### config.mk
export PLATFORM = sky130hd
export DESIGN_NAME = rre_fifo
export DESIGN_NICKNAME = d
export VERILOG_FILES = /design/src/hw/rtl/assert_macros.svh /design/src/hw/rtl/rre_fifo.sv
export SDC_FILE = /design/constraint.sdc
export NUM_CORES = 1
export LEC_CHECK = 0
export ABC_CLOCK_PERIOD_IN_PS = 2550
export BUFFER_PORTS_ARGS = -buffer_cell sky130_fd_sc_hd__buf_2
export CAP_MARGIN = 20
export CELL_PAD_IN_SITES_DETAIL_PLACEMENT = 1
export CELL_PAD_IN_SITES_GLOBAL_PLACEMENT = 2
export CORE_AREA = 2 2 39 41
export CTS_CLUSTER_DIAMETER = 30
export DETAILED_ROUTE_END_ITERATION = 10
export DIE_AREA = 0 0 41 43
export PLACE_DENSITY = 0.72
export SETUP_SLACK_MARGIN = 0.15
export SLEW_MARGIN = 20
export SYNTH_ARGS = -nofsm -noshare
export SYNTH_HDL_FRONTEND = slang
export SYNTH_SLANG_ARGS = --single-unit
### constraint.sdc
create_clock -name i_clk -period 2.55 [get_ports i_clk]
set_input_delay 0.255 -clock i_clk [delete_from_list [all_inputs] [get_ports i_clk]]
set_output_delay 0.255 -clock i_clk [all_outputs]
set_load 0.005 [all_outputs]
### src/hw/rtl/assert_macros.svh
// Assertion helpers for the RTL.
`ifndef ASSERT_MACROS_SVH
`define ASSERT_MACROS_SVH

// Checked on every rising clock edge outside reset.
`define RRE_ASSERT(lbl, prop, msg) \
    lbl: assert property (@(posedge i_clk) disable iff (!i_rst_n) prop) \
        else $error(msg);

// Checked on every rising clock edge, reset included.
`define RRE_ASSERT_ANY(lbl, prop, msg) \
    lbl: assert property (@(posedge i_clk) prop) else $error(msg);

`endif

### src/hw/rtl/rre_fifo.sv
`default_nettype none

// Two-entry queue.
module rre_fifo #(
    parameter type T = logic
) (
    input  logic i_clk,
    input  logic i_rst_n,
    input  logic i_wr,
    input  T     i_wdata,
    output logic o_full,
    input  logic i_rd,
    output T     o_rdata,
    output logic o_empty
);

    T           r_mem [2];
    logic       r_wp;
    logic       r_rp;
    logic [1:0] r_cnt;
    logic       wr_ok;
    logic       rd_ok;

    assign o_full  = (r_cnt == 2'd2);
    assign o_empty = (r_cnt == 2'd0);
    assign wr_ok   = i_wr && !o_full;
    assign rd_ok   = i_rd && !o_empty;
    assign o_rdata = r_mem[r_rp];

    always_ff @(posedge i_clk) begin
        if (!i_rst_n) begin
            r_wp  <= 1'b0;
            r_rp  <= 1'b0;
            r_cnt <= 2'd0;
        end else begin
            if (wr_ok) begin
                r_wp <= ~r_wp;
            end
            if (rd_ok) begin
                r_rp <= ~r_rp;
            end
            r_cnt <= r_cnt + {1'b0, wr_ok} - {1'b0, rd_ok};
        end
    end

    always_ff @(posedge i_clk) begin
        if (wr_ok) begin
            r_mem[r_wp] <= i_wdata;
        end
    end

endmodule

`default_nettype wire

==> results.md <==
- Worst EP required: approximately 2.7 ns
- Post-Route Setup TNS: 0 ns
- Dpl hpwl: 423 um
- CP endpoint kind: flop
- Clock root buffer: clkbuf_4
- Share of cells above drive strength 1: 0.317
- Comb pwr share: 0.339
- WL/cell: between 8 and 9 um
- Gr ovfl total: 0
- Via density: between 3 and 4
- Fin crit share: 0.656
- Max IR drop VDD: approximately 0.34 mV
- CTS resizes: 0
- Count of final hold-check violations: 0
- Vias in the first global route: 230
- Gr usage total: 0.0779
- Net Switching: between 0.1 and 0.15 mW
- Post-layout minimum cycle time: approximately 1.7 ns
- Critical setup path kind: flop to flop
- Total inserted antenna cells: 0
- Largest net degree at the start of global routing: 6
- Register area share after synthesis: 0.520
- Synth cell types: 16
- Gpl congestion: 0.688
- Initial detailed-routing violation count: 2
- Top area cells in the synthesized netlist: dfxtp_1 33%, edfxtp_1 20%, ha_1 8.1%, nor2_1 6.1%, nand2b_1 4.1%
- Clock net sink count: 7
- Hold-fix buffers, CTS: 0
- # DRC: 0
- Area growth syn-to-layout: 26.4%
- Synthesized area: approximately 300 um^2
- Placement Rows: 14
- RSZ-0062 raised after global routing: false
- CP startpoint kind: flop
- Io pins: 8
- Yosys warns: 0
- Maxcap violations: 0
- Clock transition at the registers of the reported paths: about 0.05 ns
- Pins Over Slew Limit: 0
- Worst Max-Slew Pin Slew: between 0.15 and 0.2 ns
- Worst skew pair latency: between 0.2 and 0.3 ns
- Status: completed
- Power share of the clock group: 0.238
- Int Power: ~0.29 mW
- Pre-antenna DRT Iters: 2
- Slew margin rel.: 0.877
- Hold Path Class: input port to flop
- Mapped Nets: 37
- CORE AREA: around 1400 um^2
- Max Root-Sink Buffers: 2
- Power density cells: between 1000 and 1500 nW/um^2
- Antenna violations before repair: 0
- DIE AREA: between 1500 and 2000 um^2
- Static leakage: roughly 0.19 nW
- Final WL: between 500 and 600 um
- Die H: roughly 43 um
- Initial core utilization: 0.222
- Die Wd: 41 um
- Flop pwr share: 0.423
- TritonCTS clock tree: done
- Max frequency: 0.598 GHz
- CP arrival: between 1.5 and 2 ns
- Max FO, Critical Path: 4
- Nets: 49
- Flops & latches, synth: 7
- Gate Count Post-Synth: 30
- CTS H-tree lvls: 1
- Post-route ant nets: 0
- Count of input and output buffers: 7
- CTS Buf Count: 3
- Synth top area share: 0.325
- Setup violators final: 0
- Post-CTS Setup Inserts: 0
- Global-route wire length before repair: approximately 880 um
- Switching portion of total power: 0.314
- Mapped Avg Cell Area: between 10 and 15 um^2
- Leading area contributor after synthesis: dfxtp_1
- Worst Skew: ~0.0014 ns
- DR vias: 213
- Final core occ: 0.281
==> area by class of cell <==
class	count	area, um^2
Multi-Input combinational cell	20	136
Tap cell	16	20.0
Timing Repair Buffer	7	35.0
Clock buffer	4	26.3
Sequential cell	7	160
Fill cell	167	995
Inverter	3	11.3
==> cell usage after synthesis <==
library cell / instances
dfxtp_1: 5
mux2_2: 1
ha_1: 2
inv_1: 3
and3_1: 1
mux2i_1: 1
nor3_1: 1
nand2_1: 2
and2_2: 1
and2_1: 1
nand2b_1: 2
edfxtp_1: 2
nor2_1: 5
o21a_2: 1
xor2_1: 1
xnor2_1: 1
==> routing by layer <==
metal / vias to the layer above / GRT usage / wire length [um]
met3: 0 / 0.0314 / 24
li1: 118 / - / -
met1: 90 / 0.0921 / 230
met2: 5 / 0.106 / 258
met4: 0 / 0.0600 / 0
met5: - / 0 / 0
==> worst max-delay path, cell delays in order, from the launching register on <==
cell,delay (ns)
dfxtp_1,0.37
nand2b_1,0.17
nand2_1,0.12
ha_1,0.29
inv_1,0.04
ha_1,0.17
xor2_1,0.15
and2_2,0.19
nor3_1,0.11
==> final timing paths <==
check / startpoint / to / slack [ns] / depth (start not counted)
worst min register to register: r_wp / r_wp / 0.50 / 2
worst max-delay path: r_cnt[0] / r_cnt[1] / 0.88 / 8
worst min-delay path: i_wdata / r_mem[0] / 0.20 / 1
worst max register to register: r_cnt[0] / r_cnt[1] / 0.88 / 8
==> kinds of logic after synthesis <==
kind of cell | Yosys count | synth area share
simple gates | 13 | 0.207
flops | 7 | 0.520
buf+inv | 3 | 0.0366
xor+xnor | 2 | 0.0569
mux | 2 | 0.0691
fa+ha+maj | 2 | 0.0813
compound gates | 1 | 0.0285
==> per-stage QoR <==
step           setup WS [ns]  hold slack, ns  power [mW]  instances  area [um^2]
2_1_floorplan           1.00           0.354       0.275         30          308
3_3_place_gp           0.868           0.448       0.318         53          363
3_5_place_dp           0.857           0.458       0.326         53          363
4_1_cts                0.849           0.196       0.429         57          389
5_1_grt                0.730           0.190       0.462         57          389
6_report               0.877           0.203       0.419         57          389
==> power by group through the flow <==
stage,Combinational (mW),Clock (mW),Sequential (mW)
after detailed placement,0.147,0,0.180
after CTS,0.147,0.104,0.178
after global placement,0.139,0,0.178
after floorplan,0.103,0,0.172
final,0.142,0.0998,0.177
after global routing,0.167,0.113,0.182
==> cells in the final DEF, fill, tap and decap left out <==
cell      instances
nand2_1           2
xnor2_1           1
dfxtp_1           5
inv_1             3
and3_1            1
nor3_1            1
clkbuf_1          1
nor2_1            5
xor2_1            1
o21a_2            1
clkbuf_4          3
mux2_2            1
mux2i_1           1
nand2b_1          2
buf_2             7
and2_1            1
ha_1              2
and2_2            1
edfxtp_1          2
Power figures use the tool's default switching activity.
