### src/hw/rtl/assert_macros.svh
// Assertion helpers for the RTL.
`ifndef ASSERT_MACROS_SVH
`define ASSERT_MACROS_SVH

// Checked on every rising clock edge outside reset.
`define RRE_ASSERT(lbl, prop, msg) \
    lbl: assert property (@(posedge i_clk) disable iff (!i_rst_n) prop) \
        else $error(msg);

// Checked on every rising clock edge, reset included.
`define RRE_ASSERT_ANY(lbl, prop, msg) \
    lbl: assert property (@(posedge i_clk) prop) else $error(msg);

`endif

### src/hw/rtl/rre_pkg.sv
`default_nettype none

package rre_pkg;

    typedef enum logic [2:0] {
        ACT_ADD    = 3'd0,
        ACT_SUB    = 3'd1,
        ACT_CLIP   = 3'd2,
        ACT_TRANS  = 3'd3,
        ACT_POINT  = 3'd4,
        ACT_BOUNDS = 3'd5,
        ACT_READ   = 3'd6,
        ACT_CLEAR  = 3'd7
    } t_action;

    // Stored entry: corners reach past 16 bits after cuts, sizes stay below 2^15.
    typedef struct packed {
        logic signed [16:0] x;
        logic signed [16:0] y;
        logic [14:0]        w;
        logic [14:0]        h;
    } t_rect;

    // Edge arithmetic: left/top down to -32768, right/bottom up to ~98k, spans ~131k.
    typedef logic signed [18:0] t_edge;

    typedef struct packed {
        t_action            action;
        logic signed [15:0] x;
        logic signed [15:0] y;
        logic signed [15:0] w;
        logic signed [15:0] h;
        logic               is_empty;
    } t_cmd;

    typedef struct packed {
        logic               flag;
        logic signed [15:0] x;
        logic signed [15:0] y;
        logic [15:0]        w;
        logic [15:0]        h;
        logic               ovf;
        logic               last;
    } t_res;

    typedef enum logic [3:0] {
        ST_IDLE,
        ST_RD,
        ST_EX,
        ST_PIECE,
        ST_ADD_DEC,
        ST_LD_RD,
        ST_LD_EX,
        ST_ADD_CHK,
        ST_RESP
    } t_state;

    typedef enum logic [2:0] {
        OP_BND,
        OP_TRANS,
        OP_POINT,
        OP_CLIP,
        OP_READ,
        OP_CUT,
        OP_COPY
    } t_op;

    function automatic t_edge edge_of(input logic signed [16:0] p, input logic [14:0] s);
        return t_edge'(p) + t_edge'($signed({4'b0000, s}));
    endfunction

    // Command rectangle as a stored entry; only valid for a non-empty command.
    function automatic t_rect cmd_rect(input t_cmd c);
        t_rect r;
        r.x = {c.x[15], c.x};
        r.y = {c.y[15], c.y};
        r.w = c.w[14:0];
        r.h = c.h[14:0];
        return r;
    endfunction

    function automatic logic [15:0] sat16(input t_edge v);
        return (v > 19'sd65535) ? 16'hFFFF : v[15:0];
    endfunction

endpackage

`default_nettype wire

### src/hw/rtl/rre_fifo.sv
`default_nettype none

// Two-entry queue.
module rre_fifo #(
    parameter type T = logic
) (
    input  logic i_clk,
    input  logic i_rst_n,
    input  logic i_wr,
    input  T     i_wdata,
    output logic o_full,
    input  logic i_rd,
    output T     o_rdata,
    output logic o_empty
);

    T           r_mem [2];
    logic       r_wp;
    logic       r_rp;
    logic [1:0] r_cnt;
    logic       wr_ok;
    logic       rd_ok;

    assign o_full  = (r_cnt == 2'd2);
    assign o_empty = (r_cnt == 2'd0);
    assign wr_ok   = i_wr && !o_full;
    assign rd_ok   = i_rd && !o_empty;
    assign o_rdata = r_mem[r_rp];

    always_ff @(posedge i_clk) begin
        if (!i_rst_n) begin
            r_wp  <= 1'b0;
            r_rp  <= 1'b0;
            r_cnt <= 2'd0;
        end else begin
            if (wr_ok) begin
                r_wp <= ~r_wp;
            end
            if (rd_ok) begin
                r_rp <= ~r_rp;
            end
            r_cnt <= r_cnt + {1'b0, wr_ok} - {1'b0, rd_ok};
        end
    end

    always_ff @(posedge i_clk) begin
        if (wr_ok) begin
            r_mem[r_wp] <= i_wdata;
        end
    end

endmodule

`default_nettype wire

### src/hw/rtl/rre_front.sv
`default_nettype none

// Takes requests, decodes the action and flags empty rectangles, then queues them.
module rre_front
    import rre_pkg::*;
(
    input  logic               i_clk,
    input  logic               i_rst_n,
    input  logic               i_push,
    output logic               o_full,
    input  logic [2:0]         i_action,
    input  logic signed [15:0] i_pos_x,
    input  logic signed [15:0] i_pos_y,
    input  logic signed [15:0] i_size_w,
    input  logic signed [15:0] i_size_h,
    output logic               o_cmd_valid,
    output t_cmd               o_cmd,
    input  logic               i_cmd_pop
);

    t_cmd cmd;
    logic q_empty;

    always_comb begin
        cmd.action   = t_action'(i_action);
        cmd.x        = i_pos_x;
        cmd.y        = i_pos_y;
        cmd.w        = i_size_w;
        cmd.h        = i_size_h;
        cmd.is_empty = (i_size_w <= 16'sd0) || (i_size_h <= 16'sd0);
    end

    rre_fifo #(.T(t_cmd)) u_cmdq (
        .i_clk   (i_clk),
        .i_rst_n (i_rst_n),
        .i_wr    (i_push),
        .i_wdata (cmd),
        .o_full  (o_full),
        .i_rd    (i_cmd_pop),
        .o_rdata (o_cmd),
        .o_empty (q_empty)
    );

    assign o_cmd_valid = !q_empty;

endmodule

`default_nettype wire

### config.mk
export PLATFORM = sky130hd
export DESIGN_NAME = rre_front
export DESIGN_NICKNAME = d
export VERILOG_FILES = /design/src/hw/rtl/assert_macros.svh /design/src/hw/rtl/rre_pkg.sv /design/src/hw/rtl/rre_fifo.sv /design/src/hw/rtl/rre_front.sv
export SDC_FILE = /design/constraint.sdc
export NUM_CORES = 1
export LEC_CHECK = 0
export BUFFER_PORTS_ARGS = -buffer_cell sky130_fd_sc_hd__buf_4
export CAP_MARGIN = 30
export CORE_MARGIN = 8
export CORE_UTILIZATION = 52
export CTS_CLUSTER_SIZE = 28
export DETAILED_ROUTE_END_ITERATION = 10
export PLACE_DENSITY_LB_ADDON = 0.15
export SLEW_MARGIN = 20
export SYNTH_ARGS = -nofsm -noshare
export SYNTH_HDL_FRONTEND = slang
export SYNTH_SLANG_ARGS = --single-unit
### constraint.sdc
create_clock -name i_clk -period 3.4 [get_ports i_clk]
set_clock_uncertainty 0.15 [all_clocks]
set_input_delay 0.17 -clock i_clk [delete_from_list [all_inputs] [get_ports i_clk]]
set_output_delay 0.17 -clock i_clk [all_outputs]
set_load 0.05 [all_outputs]
==> results.md <==
* Final HPWL DP at between 6000 and 7000 um
* Vias in the first global route at 3300
* Measured slew at the worst slew-check pin at 0.931 ns
* Clock tree from TritonCTS: done
* Pin count of the biggest net entering global routing at ~70
* Clk sinks at ~140
* Ys Warns at 0
* Post-Place Setup Slack at roughly 1.3 ns
* Number of antenna violations at the first check in global routing at 0
* Worst path max stage delay at ~0.7 ns
* Number of buffers created by CTS at 17
* Setup TNS at 0 ns
* Clock slew at the register clock pins of the worst setup and hold paths at ~0.06 ns
* Share of layout cells above drive strength 1 at 50.0%
* Length of the first detailed-routing pass in iterations at 4
* Die Footprint at ~0.014 mm^2
* Type of the most critical hold path: in -> reg
* DIE HEIGHT at 117 um
* Worst-path fanout max at 37
* Initial cell density of the core at about 52%
* Cell count after synthesis at 250
* Post-cts resize count at 0
* Top post-synthesis cells by area: edfxtp_1, mux2_2, mux2_4
* Number of maximum-capacitance violations at 0
* Final period util at 70.8%
* Count of unresolved DRC violations after routing at 0
* Die width at 117 um
* Final Routed Wirelength at roughly 11000 um
* Arr. time, crit path at about 2.1 ns
* CORE AREA at between 0.01 and 0.015 mm^2
* Average footprint of a synthesized cell at 21.3 um^2
* Drt initial violations at approximately 160
* Post-route worst setup slack at 0.994 ns
* Power per cell area at 803 mW/mm^2
* Number of enable-type register cells in the synthesized netlist at between 100 and 150
* Element type at the critical path start: flip-flop
* Worst path top cell family by delay: flip-flops
* Global-route wire length before repair at approximately 16000 um
* Post-synthesis register bit count at 141
* Master of the slowest instance on the critical path: dfxtp_4
* Final cell count without fillers at a little over 600
* Top achievable clock speed at 416 MHz
* Power, Total at roughly 6200 uW
* Endpoint required time on the critical path at just over 3 ns
* Dpl cells at 520
* Relative slew margins at about 38%
* Share of async-settable or async-resettable flops after synthesis at 0%
* Portion of synthesized cell area occupied by the leading cell type at between 70% and 80%
* Seq/Total Area, Yosys at between 70% and 80%
* Number of placement rows at 37
* Overall fraction of global-route tracks in use at 16.3%
* Root Buffer Master: clkbuf_8
* Deepest level of the CTS H-tree at 4
* Chain of cells forming the critical path: buf_12 > mux2_2 > buf_4
* Number of nets in the synthesized netlist at roughly 320
* CP Buf/Inv Count at 2
* Latest clock arrival within the worst-skew pair at around 0.50 ns
* Final GP Congestion at roughly 0.76
* Cell taking the most area after synthesis: edfxtp_1
* Post-synthesis cell type count at 22
* Top_reg_cell synth: edfxtp_1
* Global-route congestion overflow total at 0
* IR drop worst, VDD at roughly 460 uV
* Antenna Nets Post-Route at 0
* Via count at approximately 3000
* # setup viols final at 0
* Vias per inst at 4.83
* PortBufs at 140
* Diodes inserted at 0
* Max Slew Vio Count at 0
* Classification of the worst setup path: reg -> out
* Final period demand of the worst path at between 2 and 2.5 ns
* Avg WL per Cell at 17.4 um
* Final count of hold timing violations at 0
* Max clock buf depth at 2
* Leak at a little under 0.003 uW
* Io pins at approximately 140
* Endpoint kind of the worst setup timing path: primary output
* Relative area change from synthesis to final layout at 46.3%
* Netlist Area Pre-Place at between 0.005 and 0.006 mm^2
* RSZ-0062 raised after global routing: no
* Outcome: complete, no violations
* Post-layout net count at 546
[through the flow]
stage	hold slack, ns	area, um^2	util (%)
after floorplan	0.119	5320	-
after global placement	0.206	6490	64.0
after detailed placement	0.207	6510	64.2
after CTS	0.221	7780	76.7
after global routing	0.225	7780	76.7
final	0.252	7780	76.7
[kinds of logic after synthesis]
group                    Yosys count  synth area share (%)
AO/OA/AOI/OAI                      3                 0.377
XOR/XNOR                           3                 0.494
adder cells (fa/ha/maj)            2                 0.471
buffers and inverters             12                  1.65
flip-flops                       141                  78.7
multiplexers                      68                  15.8
AND/OR/NAND/NOR                   21                  2.49
[worst reg2reg max path: cells and delay by family, from the launching register on]
family                 cells  cell delay, ns
and+or+nand+nor            2            0.48
buffers and inverters      2            0.80
DFF                        1            0.34
[cell usage after synthesis, drive strengths merged (2+ instances only)]
cell,count
and2,3
buf,8
dfxtp,5
edfxtp,136
ha,2
inv,4
mux2,68
nand4,2
nor2,2
nor2b,3
nor4,8
xnor2,3
[worst paths after layout]
check                         to            start  slack (ns)  depth (start not counted)
max                    o_cmd[35]        flip-flop        0.99                          3
min          u_cmdq.r_mem[1][58]       i_pos_x[9]        0.25                          2
max reg2reg  u_cmdq.r_mem[0][55]  u_cmdq.r_cnt[1]        1.28                          4
min reg2reg          u_cmdq.r_wp      u_cmdq.r_wp        0.34                          2
[power by group]
group	leakage, uW	switching [uW]	internal (uW)
logic	0.00138	1390	815
clock network	0.000277	640	1100
registers	0.00131	118	2180
total	0.00297	2150	4100
[cells in the final DEF (no fill, tap or decap)]
| cell type | instances |
|---|---|
| buf_4 | 140 |
| edfxtp_1 | 136 |
| dlygate4sd3_1 | 70 |
| mux2_2 | 48 |
| mux2_4 | 20 |
| clkbuf_16 | 16 |
| nor4_1 | 8 |
| clkinv_2 | 5 |
| clkinv_1 | 4 |
| dfxtp_1 | 4 |
| inv_1 | 3 |
| xnor2_1 | 3 |
| bufinv_16 | 3 |
| nor2_1 | 2 |
| nor2b_1 | 2 |
| nand4_1 | 2 |
| and2_1 | 2 |
| ha_1 | 2 |
| clkinvlp_4 | 2 |
| buf_12 | 2 |
| nor2b_4 | 1 |
| o21a_1 | 1 |
| or2_2 | 1 |
| and2_4 | 1 |
| nand3_1 | 1 |
| or3_1 | 1 |
| inv_2 | 1 |
| o21ai_0 | 1 |
| a21boi_1 | 1 |
| dfxtp_4 | 1 |
| clkbuf_8 | 1 |
| clkinv_4 | 1 |
[registers in the layout, summed over array words and instances, names as in the netlist, named ones only]
signal,cells
u_cmdq.r_cnt,2
u_cmdq.r_rp,1
u_cmdq.r_wp,1
u_cmdq.r_mem,136
[routing by layer]
metal / track usage, % / share of wire, % / vias up
li1: - / - / 1435
met1: 18.6 / 40 / 1447
met2: 27.2 / 50 / 109
met3: 5.90 / 8.1 / 15
met4: 7.42 / 1.5 / 0
met5: 0 / 0 / -
[cell type report]
| cell class | instances | area, um^2 |
|---|---|---|
| flip-flops and latches | 141 | 4190 |
| well taps | 136 | 170 |
| multi-input cells | 97 | 1050 |
| inverters | 4 | 15.0 |
| repair buffers | 212 | 1790 |
| clock inverters | 15 | 154 |
| fillers | 561 | 2360 |
| clock buffers | 17 | 414 |
[what timing repair did]
item / 4_1_cts / 5_1_grt
hold endpoints to repair: 141 / 0
buffers inserted: 0 / 0
hold buffers: 70 / 0
No activity file was read; power rests on OpenSTA's default activity.
